<file path="config.mk">
export PLATFORM = sky130hd
export DESIGN_NAME = multi_stream_read_scheduler
export DESIGN_NICKNAME = d
export VERILOG_FILES = /design/src/msrs_pkg.sv /design/src/msrs_mem.sv /design/src/msrs_prio_mem.sv /design/src/multi_stream_read_scheduler.sv
export SDC_FILE = /design/constraint.sdc
export NUM_CORES = 2
export LEC_CHECK = 0
export ABC_AREA = 1
export BUFFER_PORTS_ARGS = -buffer_cell sky130_fd_sc_hd__buf_2
export CORE_ASPECT_RATIO = 0.6
export CORE_MARGIN = 1.5
export CORE_UTILIZATION = 67
export DETAILED_ROUTE_END_ITERATION = 8
export MAX_ROUTING_LAYER = met4
export PLACE_DENSITY = 0.9
export SKIP_LAST_GASP = 1
export SYNTH_ARGS = -nofsm -noshare
export SYNTH_HDL_FRONTEND = slang
export SYNTH_SLANG_ARGS = --single-unit
</file>
<file path="constraint.sdc">
create_clock -name clk -period 29.7 [get_ports clk]
set_input_delay 4.455 -clock clk [delete_from_list [all_inputs] [get_ports clk]]
set_output_delay 4.455 -clock clk [all_outputs]
set_load 0.03 [all_outputs]
</file>
<file path="src/msrs_pkg.sv">
// Package: shared types and constants for the multi-stream read scheduler.
`default_nettype none
package msrs_pkg;

  localparam int unsigned CmdW  = 3;
  localparam int unsigned ChW   = 3;
  localparam int unsigned FileW = 16;
  localparam int unsigned OffW  = 31;
  localparam int unsigned SizeW = 21;
  localparam int unsigned PrioW = 8;
  localparam logic [SizeW-1:0] BufMax = 21'd1048576;
  localparam logic [SizeW-1:0] BufReset = 21'd65536;

  localparam logic [CmdW-1:0] CMD_CREATE   = 3'd0;
  localparam logic [CmdW-1:0] CMD_RELEASE  = 3'd1;
  localparam logic [CmdW-1:0] CMD_TICK     = 3'd2;
  localparam logic [CmdW-1:0] CMD_CONSUME  = 3'd3;
  localparam logic [CmdW-1:0] CMD_SETPRIO  = 3'd4;

  // per-channel payload held in memory
  typedef struct packed {
    logic [FileW-1:0] file_id;
    logic [OffW-1:0]  read_offset;
    logic [OffW-1:0]  start_offset;
    logic [OffW-1:0]  length;
    logic [OffW-1:0]  bytes_left;
    logic [OffW-1:0]  transferred;
  } entry_t;

  typedef struct packed {
    logic             ok;
    logic [ChW-1:0]   slot;
    logic             read_issue;
    logic [ChW-1:0]   read_channel;
    logic [FileW-1:0] read_file;
    logic [OffW-1:0]  read_offset;
    logic [SizeW-1:0] read_size;
    logic             done_valid;
    logic [ChW-1:0]   done_channel;
    logic [OffW-1:0]  transferred;
    logic             finished;
    logic             ready_res;
  } result_t;

  localparam int unsigned ResW = $bits(result_t);

endpackage
`default_nettype wire

</file>
<file path="src/msrs_mem.sv">
// Channel entry memory: one write port, one registered read port.
`default_nettype none
module msrs_mem #(
  parameter int unsigned DEPTH = 8,
  parameter int unsigned AW = 3
) (
  input  wire logic                clk,
  input  wire logic                we,
  input  wire logic [AW-1:0]       waddr,
  input  wire msrs_pkg::entry_t    wdata,
  input  wire logic [AW-1:0]       raddr,
  output msrs_pkg::entry_t         rdata
);
  msrs_pkg::entry_t mem [DEPTH];

  always_ff @(posedge clk) begin
    if (we) begin
      mem[waddr] <= wdata;
    end
    rdata <= mem[raddr];
  end
endmodule
`default_nettype wire

</file>
<file path="src/msrs_prio_mem.sv">
// Priority memory: one write port, one registered read port.
`default_nettype none
module msrs_prio_mem #(
  parameter int unsigned DEPTH = 8,
  parameter int unsigned AW = 3
) (
  input  wire logic                        clk,
  input  wire logic                        we,
  input  wire logic [AW-1:0]               waddr,
  input  wire logic [msrs_pkg::PrioW-1:0]  wdata,
  input  wire logic [AW-1:0]               raddr,
  output logic [msrs_pkg::PrioW-1:0]       rdata
);
  logic [msrs_pkg::PrioW-1:0] mem [DEPTH];

  always_ff @(posedge clk) begin
    if (we) begin
      mem[waddr] <= wdata;
    end
    rdata <= mem[raddr];
  end
endmodule
`default_nettype wire

</file>
<file path="src/multi_stream_read_scheduler.sv">
// Top level: command sequencer over the channel entry and priority memories.
//
//  channel   dir  contents
//  s_axis    in   tdata: cmd, channel, file_id, start_offset, length, loop_flag,
//                 priority_req, read_done, bytes_done
//  m_axis    out  tdata: ok, slot, read_issue, read_channel, read_file,
//                 read_offset, read_size, done_valid, done_channel, transferred,
//                 finished, ready_res
//  cfg       in   buffer_bytes
//
// One word at a time. Release, set priority, idle tick: decode, then output. Create
// and completion: read, modify, write back; consume: read only. Pick tick: a scan,
// a priority memory read per channel, then issue. Reset resets flags and buffer size, not the memories.
// A result waits in the output register; the next word is taken meanwhile.
`default_nettype none
module multi_stream_read_scheduler #(
  parameter int unsigned NUM_CHANNELS = 8,
  parameter int unsigned ALIGN_BYTES = 4096
) (
  input  wire logic         clk,
  input  wire logic         rst,
  input  wire logic         s_axis_tvalid,
  output logic              s_axis_tready,
  // cmd[2:0] channel[5:3] file_id[21:6] start_offset[52:22] length[83:53]
  // loop_flag[84] priority_req[92:85] read_done[93] bytes_done[114:94]
  input  wire logic [119:0] s_axis_tdata,
  output logic              m_axis_tvalid,
  input  wire logic         m_axis_tready,
  // ok[0] slot[3:1] read_issue[4] read_channel[7:5] read_file[23:8]
  // read_offset[54:24] read_size[75:55] done_valid[76] done_channel[79:77]
  // transferred[110:80] finished[111] ready_res[112]
  output logic [119:0]      m_axis_tdata,
  input  wire logic         cfg_valid,
  output logic              cfg_ready,
  input  wire logic [20:0]  cfg_data
);
  localparam int unsigned CW = (NUM_CHANNELS > 1) ? $clog2(NUM_CHANNELS) : 1;
  localparam int unsigned CNTW = $clog2(NUM_CHANNELS + 1);
  localparam int unsigned ALW = $clog2(ALIGN_BYTES);
  localparam logic [msrs_pkg::SizeW-1:0] AlignSz = msrs_pkg::SizeW'(ALIGN_BYTES);
  localparam logic [msrs_pkg::OffW-1:0] Mask31 = '1;

  typedef enum logic [3:0] {
    S_IDLE, S_DECODE, S_RD, S_WB, S_SCAN, S_ISSUE, S_ISSUE2, S_OUT
  } state_t;

  state_t state;
  logic [2:0]  cmd;
  logic [2:0]  ch_in;
  logic [15:0] file_in;
  logic [30:0] start_in, len_in;
  logic        loop_in;
  logic [7:0]  prio_in;
  logic        rdone_in;
  logic [20:0] bdone_in;

  logic [NUM_CHANNELS-1:0] used_f, strm_f, rdy_f, fin_f, end_f, kill_f, loop_f;
  logic        infl_v;
  logic [CW-1:0] infl_ch;
  logic [20:0] buf_bytes;

  logic [CW-1:0] cur;
  logic [CNTW-1:0] scan;
  logic        pick_v;
  logic [CW-1:0] pick;
  logic [7:0]  pick_pr;
  logic        scan_pend;
  logic [CW-1:0] scan_idx;

  msrs_pkg::result_t res;
  msrs_pkg::entry_t  ent_w, ent_r;
  logic        ent_we;
  logic [CW-1:0] ent_ra;
  logic        pr_we;
  logic [CW-1:0] pr_wa, pr_ra;
  logic [7:0]  pr_wd, pr_rd;

  msrs_mem #(.DEPTH(NUM_CHANNELS), .AW(CW)) u_mem (
    .clk(clk), .we(ent_we), .waddr(cur), .wdata(ent_w), .raddr(ent_ra), .rdata(ent_r)
  );
  msrs_prio_mem #(.DEPTH(NUM_CHANNELS), .AW(CW)) u_prio (
    .clk(clk), .we(pr_we), .waddr(pr_wa), .wdata(pr_wd), .raddr(pr_ra), .rdata(pr_rd)
  );

  logic ch_ok;
  assign ch_ok = 32'(ch_in) < NUM_CHANNELS;

  assign s_axis_tready = (state == S_IDLE);
  assign cfg_ready = 1'b1;
  assign ent_ra = (state == S_ISSUE) ? pick : cur;
  assign pr_ra = scan_idx;
  assign scan_idx = scan[CW-1:0];

  logic [CW-1:0] free_idx;
  logic          free_v;
  always_comb begin
    free_idx = '0;
    free_v = 1'b0;
    for (int i = NUM_CHANNELS - 1; i >= 0; i--) begin
      if (!used_f[i]) begin
        free_idx = CW'(i);
        free_v = 1'b1;
      end
    end
  end

  // size computation for the picked channel
  logic [31:0] up_left;
  logic        is_end;
  logic [20:0] size;
  always_comb begin
    up_left = ({1'b0, ent_r.bytes_left} + 32'(ALIGN_BYTES - 1)) >> ALW << ALW;
    is_end = {1'b0, ent_r.bytes_left} < 32'(buf_bytes);
    size = is_end ? up_left[20:0] : buf_bytes;
  end

  // completion arithmetic
  logic [31:0] off_sum;
  logic [30:0] off_sat, left_sub;
  always_comb begin
    off_sum = {1'b0, ent_r.read_offset} + 32'(bdone_in);
    off_sat = off_sum[31] ? Mask31 : off_sum[30:0];
    left_sub = ({10'd0, bdone_in} > ent_r.bytes_left) ? '0
             : ent_r.bytes_left - {10'd0, bdone_in};
  end

  logic [20:0] cfg_rnd;
  always_comb begin
    cfg_rnd = {cfg_data[20:ALW], ALW'(0)};
    if (cfg_rnd < AlignSz) cfg_rnd = AlignSz;
    if (cfg_rnd > msrs_pkg::BufMax) cfg_rnd = msrs_pkg::BufMax;
  end

  always_ff @(posedge clk) begin
    ent_we <= 1'b0;
    pr_we  <= 1'b0;
    if (cfg_valid && cfg_ready) begin
      buf_bytes <= cfg_rnd;
    end
    if (m_axis_tvalid && m_axis_tready) begin
      m_axis_tvalid <= 1'b0;
    end
    case (state)
      S_IDLE: begin
        if (s_axis_tvalid && s_axis_tready) begin
          cmd      <= s_axis_tdata[2:0];
          ch_in    <= s_axis_tdata[5:3];
          file_in  <= s_axis_tdata[21:6];
          start_in <= s_axis_tdata[52:22];
          len_in   <= s_axis_tdata[83:53];
          loop_in  <= s_axis_tdata[84];
          prio_in  <= s_axis_tdata[92:85];
          rdone_in <= s_axis_tdata[93];
          bdone_in <= s_axis_tdata[114:94];
          res      <= '0;
          state    <= S_DECODE;
        end
      end
      S_DECODE: begin
        state <= S_OUT;
        case (cmd)
          msrs_pkg::CMD_CREATE: begin
            if (free_v) begin
              cur <= free_idx;
              used_f[free_idx] <= 1'b1;
              strm_f[free_idx] <= 1'b1;
              rdy_f[free_idx]  <= 1'b0;
              fin_f[free_idx]  <= 1'b0;
              end_f[free_idx]  <= 1'b0;
              kill_f[free_idx] <= 1'b0;
              loop_f[free_idx] <= loop_in;
              pr_we <= 1'b1;
              pr_wa <= free_idx;
              pr_wd <= '0;
              res.ok <= 1'b1;
              res.slot <= 3'(free_idx);
              state <= S_RD;
            end
          end
          msrs_pkg::CMD_RELEASE: begin
            if (ch_ok) begin
              if (infl_v && infl_ch == CW'(ch_in)) begin
                kill_f[CW'(ch_in)] <= 1'b1;
              end else begin
                used_f[CW'(ch_in)] <= 1'b0;
                strm_f[CW'(ch_in)] <= 1'b0;
              end
            end
          end
          msrs_pkg::CMD_TICK: begin
            if (infl_v) begin
              if (rdone_in) begin
                cur <= infl_ch;
                state <= S_RD;
              end
            end else begin
              scan <= '0;
              scan_pend <= 1'b0;
              pick_v <= 1'b0;
              state <= S_SCAN;
            end
          end
          msrs_pkg::CMD_CONSUME: begin
            res.done_channel <= ch_in;
            if (ch_ok) begin
              cur <= CW'(ch_in);
              state <= S_RD;
            end
          end
          msrs_pkg::CMD_SETPRIO: begin
            if (ch_ok) begin
              pr_we <= 1'b1;
              pr_wa <= CW'(ch_in);
              pr_wd <= prio_in;
            end
          end
          default: ;
        endcase
      end
      S_RD: state <= S_WB;
      S_WB: begin
        state <= S_OUT;
        case (cmd)
          // transferred count survives a release and a new create
          msrs_pkg::CMD_CREATE: begin
            ent_w <= '{file_id: file_in, read_offset: start_in, start_offset: start_in,
                       length: len_in, bytes_left: len_in, transferred: ent_r.transferred};
            ent_we <= 1'b1;
          end
          msrs_pkg::CMD_CONSUME: begin
            res.transferred <= ent_r.transferred;
            res.finished <= fin_f[cur];
            res.ready_res <= rdy_f[cur];
            rdy_f[cur] <= 1'b0;
          end
          default: begin
            infl_v <= 1'b0;
            res.done_valid <= 1'b1;
            res.done_channel <= 3'(cur);
            ent_w <= ent_r;
            if (used_f[cur] && kill_f[cur]) begin
              used_f[cur] <= 1'b0;
              strm_f[cur] <= 1'b0;
              kill_f[cur] <= 1'b0;
            end else begin
              rdy_f[cur] <= 1'b1;
              res.ready_res <= 1'b1;
              ent_we <= 1'b1;
              if (end_f[cur]) begin
                ent_w.transferred <= ent_r.bytes_left;
                res.transferred <= ent_r.bytes_left;
                if (loop_f[cur]) begin
                  ent_w.bytes_left <= ent_r.length;
                  ent_w.read_offset <= ent_r.start_offset;
                  end_f[cur] <= 1'b0;
                  res.finished <= fin_f[cur];
                end else begin
                  fin_f[cur] <= 1'b1;
                  res.finished <= 1'b1;
                end
              end else begin
                ent_w.transferred <= {10'd0, bdone_in};
                ent_w.read_offset <= off_sat;
                ent_w.bytes_left <= left_sub;
                res.transferred <= {10'd0, bdone_in};
                res.finished <= fin_f[cur];
              end
            end
          end
        endcase
      end
      S_SCAN: begin
        // pr_rd holds priority of the index issued last cycle
        if (scan_pend) begin
          if (strm_f[cur] && !rdy_f[cur] && !fin_f[cur] &&
              (!pick_v || pick_pr > pr_rd)) begin
            pick_v <= 1'b1;
            pick <= cur;
            pick_pr <= pr_rd;
          end
        end
        if (32'(scan) < NUM_CHANNELS) begin
          cur <= scan_idx;
          scan_pend <= 1'b1;
          scan <= scan + 1'b1;
        end else begin
          scan_pend <= 1'b0;
          state <= S_ISSUE;
        end
      end
      S_ISSUE: begin
        state <= pick_v ? S_ISSUE2 : S_OUT;
        cur <= pick;
      end
      S_ISSUE2: begin
        state <= S_OUT;
        if (is_end) end_f[cur] <= 1'b1;
        res.read_issue <= size != '0;
        res.read_channel <= 3'(cur);
        res.read_file <= ent_r.file_id;
        res.read_offset <= ent_r.read_offset;
        res.read_size <= size;
        infl_v <= 1'b1;
        infl_ch <= cur;
      end
      S_OUT: begin
        if (!m_axis_tvalid || m_axis_tready) begin
          m_axis_tvalid <= 1'b1;
          m_axis_tdata <= {(120 - msrs_pkg::ResW)'(0),
            res.ready_res, res.finished, res.transferred, res.done_channel,
            res.done_valid, res.read_size, res.read_offset, res.read_file,
            res.read_channel, res.read_issue, res.slot, res.ok};
          state <= S_IDLE;
        end
      end
      default: state <= S_IDLE;
    endcase
    if (rst) begin
      state <= S_IDLE;
      m_axis_tvalid <= 1'b0;
      used_f <= '0; strm_f <= '0; rdy_f <= '0; fin_f <= '0;
      end_f <= '0; kill_f <= '0; loop_f <= '0;
      infl_v <= 1'b0;
      infl_ch <= '0;
      buf_bytes <= msrs_pkg::BufReset;
      ent_we <= 1'b0;
      pr_we <= 1'b0;
    end
  end

  a_kill_inflight: assert property (@(posedge clk) disable iff (rst)
    (kill_f != '0) |-> infl_v) else $error("kill armed with no read in flight");
  a_out_hold: assert property (@(posedge clk) disable iff (rst)
    (state != S_IDLE) |-> !s_axis_tready) else $error("accept while busy");
  a_infl_used: assert property (@(posedge clk) disable iff (rst)
    (state == S_IDLE && infl_v) |-> strm_f[infl_ch]) else $error("in-flight channel free");
endmodule
`default_nettype wire
</file>
==> results.sh <==
export IMPL_status="finished, final reports clean"
export IMPL_tightest_slew_ps=1253
export IMPL_fin_area_sq_mm=0.09668
export IMPL_pin_count=269
export IMPL_place_hpwl_mm=137.1
export IMPL_combPwrFrac=0.291
export IMPL_maxCapViolCount=0
export IMPL_final_common_cell="edfxtp_1"
export IMPL_area_delta_synth_final_pct=9.982
export IMPL_io_buffers=231
export IMPL_yosys_warnings=0
export IMPL_antenna_found_initial=4
export IMPL_relSlewSlack=0.1647
export IMPL_power_share_clock=0.274
export IMPL_layout_drive_gt1_share=0.1065
export IMPL_hold_path_endpoint="m_axis_tdata[26]"
export IMPL_min_period_over_period=0.2110
export IMPL_syn_avg_cell_area_sq_um=12.14
export IMPL_vias=61180
export IMPL_hp_start="res[60]"
export IMPL_initialDrtViolationCount=10590
export IMPL_hold_depth=0
export IMPL_hold_class="reg2reg"
export IMPL_coreArea_sq_mm=0.1295
export IMPL_fp_dieW_um=470.6
export IMPL_grt_pass1_vias=59100
export IMPL_grt_max_degree=244
export IMPL_sequentialPowerShare=0.436
export IMPL_clk_latency_ps=840
export IMPL_end_kind="primary output"
export IMPL_cpMostUsedCell="nor2_1"
export IMPL_drt_pass1_iterations=9
export IMPL_cp_start_kind="flop"
export IMPL_whs_ps=418.0
export IMPL_initial_core_util=0.6786
export IMPL_reg2reg_to="ent_w[139]"
export IMPL_synth_top_area_share=0.6664
export IMPL_max_freq_mhz=159.6
export IMPL_yosysTopAreaCell="edfxtp_1"
export IMPL_yosysSeqAreaShare=0.7243
export IMPL_postRouteAntennaNets=0
export IMPL_layout_common_cells="edfxtp_1 (1951), nor2_1 (1015), nand2_1 (963)"
export IMPL_vias_per_cell=6.620
export IMPL_min_period_ps=6266
export IMPL_die_area_sq_mm=0.1335
export IMPL_syn_inst=7244
export IMPL_p_sw_frac=0.3525
export IMPL_setup_worst_path_class="reg2out"
export IMPL_reg2reg_depth=13
export IMPL_synth_seq_cells=2205
export IMPL_cts_setup_buffers=0
export IMPL_final_max_slew_viol_count=0
export IMPL_syn_area_sq_mm=0.08791
export IMPL_r2r_start="cur[0]"
export IMPL_ir_drop_mv=0.09634
export IMPL_n_fill_cell=7338
export IMPL_clock_root_buffer="clkbuf_16"
export IMPL_internal_power_mw=5.979
export IMPL_wire_per_inst_um=26.18
export IMPL_finalSetupTns_ps=0
export IMPL_cp_required_ps=25240
export IMPL_clock_path_buffers=3
export IMPL_power_leakage_nw=34.44
export IMPL_grt_first_pass_wirelength_mm=357.1
export IMPL_path_max_fanout=4
export IMPL_num_rows=102
export IMPL_place_gp_congestion=1.008
export IMPL_clkTransAtPathRegs_ps=70
export IMPL_gr_usage_all_layers=0.3669
export IMPL_overflow=0
export IMPL_fin_skew_ps=36.36
export IMPL_post_cts_resized=0
export IMPL_power_density_mw_per_mm2=95.52
export IMPL_hold_viol=0
export IMPL_drt_wl_total_mm=241.9
export IMPL_r2r_setup_slack_ps=24370
export IMPL_postCtsHoldBufs=0
export IMPL_synth_edf_count=1951
export IMPL_crit_path_cell_trace="nor2_1 -> inv_1 -> nor2_1 -> buf_2"
export IMPL_drc=0
export IMPL_cts_htree_levels=4
export IMPL_synthTopCellsByArea="edfxtp_1 (67%), dfxtp_1 (5.8%), nor2_1 (4.4%), nand2_1 (4.1%), o21ai_0 (4.1%)"
export IMPL_crit_arrival_ps=1810
export IMPL_fin_nets=7571
export IMPL_cts_buffers=182
export IMPL_setup_viol=0
export IMPL_ys_async_sr_fraction=0
export IMPL_die_y_um=283.6
export IMPL_tritoncts="yes"
export IMPL_synth_ff_type="edfxtp_1"
export IMPL_slowest_delay_ps=350
export IMPL_crit_path_top_delay_cell="dfxtp_1"
export IMPL_p_switching_mw=3.256
export IMPL_place_area_sq_mm=0.09048
export IMPL_yosysUniqueCellTypes=53
export IMPL_rsz0062_at_grt="false"
export IMPL_cts_sinks=2205
-- layout make-up --
class	count	area, sq um	share of cell area
Antenna cell	3	7.507	0.00007765
Clock inverter	89	1137	0.01176
Multi-Input combinational cell	4191	21000	0.2172
Tap cell	1716	2147	0.02221
Clock buffer	254	5056	0.05230
Inverter	483	1841	0.01904
Sequential cell	2205	63670	0.6586
Timing Repair Buffer	301	1819	0.01882
-- metal layers --
| layer | up-vias | share of wire | track usage |
|---|---|---|---|
| li1 | 25960 | - | - |
| met1 | 28940 | 0.35 | 0.4892 |
| met2 | 5359 | 0.45 | 0.5386 |
| met3 | 920 | 0.14 | 0.08775 |
| met4 | 0 | 0.053 | 0.1727 |
| met5 | - | 0 | - |
-- kinds of logic after synthesis --
kind of cell | count (synthesis) | share of synthesized area
XOR/XNOR | 35 | 0.003487
AND/OR/NAND/NOR | 2228 | 0.09972
multiplexers | 171 | 0.02190
AO/OA/AOI/OAI | 1676 | 0.1027
adder cells (fa/ha/maj) | 61 | 0.008853
buffers and inverters | 866 | 0.03896
other | 2 | 0.00008543
flip-flops | 2205 | 0.7243
-- synthesized netlist by cell type (33+ instances only) --
cell / instances
a21oi_1: 184
buf_1: 35
buf_2: 59
clkbuf_1: 264
dfxtp_1: 254
edfxtp_1: 1951
ha_1: 59
inv_1: 462
mux2_2: 171
nand2_1: 967
nand3_1: 147
nor2_1: 1026
nor3_1: 33
o21ai_0: 712
o21ai_1: 336
o22ai_1: 366
-- state kept, by name, summed over array words and instances (netlist names), 9 cells and up, named ones only --
signal,cells
buf_bytes,9
len_in,31
u_mem.rdata,171
file_in,16
bdone_in,21
u_prio.mem,64
ent_w,171
start_in,31
res,101
m_axis_tdata,101
u_mem.mem,1368
-- worst max path at each step --
stage / start / to / slack [ps] / cells past startpoint
3_3_place_gp: rst / state[1] / 23220 / 3
3_5_place_dp: rst / fin_f[2] / 23150 / 4
4_1_cts: state[0] / s_axis_tready / 23400 / 4
6_report: state[0] / s_axis_tready / 23430 / 4
5_1_grt: state[0] / s_axis_tready / 23380 / 4
2_1_floorplan: s_axis_tvalid / res[100] / 17950 / 4
-- power by group through the flow --
stage / Clock (mW) / Sequential [mW] / Combinational (mW)
after floorplan: 0 / 3.97 / 1.78
after global placement: 0 / 4.05 / 2.39
after detailed placement: 0 / 4.07 / 2.52
after CTS: 2.52 / 4.01 / 2.59
after global routing: 2.63 / 4.04 / 2.87
final: 2.53 / 4.02 / 2.69
-- stage by stage --
| step | total power, mW | util | cells | setup slack, ps |
|---|---|---|---|---|
| 6_report | 9.235 | 0.7464 | 9242 | 23430 |
| 5_1_grt | 9.540 | 0.7464 | 9242 | 23380 |
| 4_1_cts | 9.122 | 0.7463 | 9239 | 23400 |
| 3_5_place_dp | 6.587 | 0.6985 | 8896 | 23150 |
| 3_3_place_gp | 6.439 | 0.6985 | 8896 | 23220 |
| 2_1_floorplan | 5.749 | - | 7262 | 17950 |
-- worst max-delay path: cells and delay by family, from the launching register on --
kind | cells | cell delay (ps)
buffers and inverters | 2 | 330
flip-flops | 1 | 350
AND/OR/NAND/NOR | 2 | 290
Note: power is estimated with default switching activity, not from simulation.
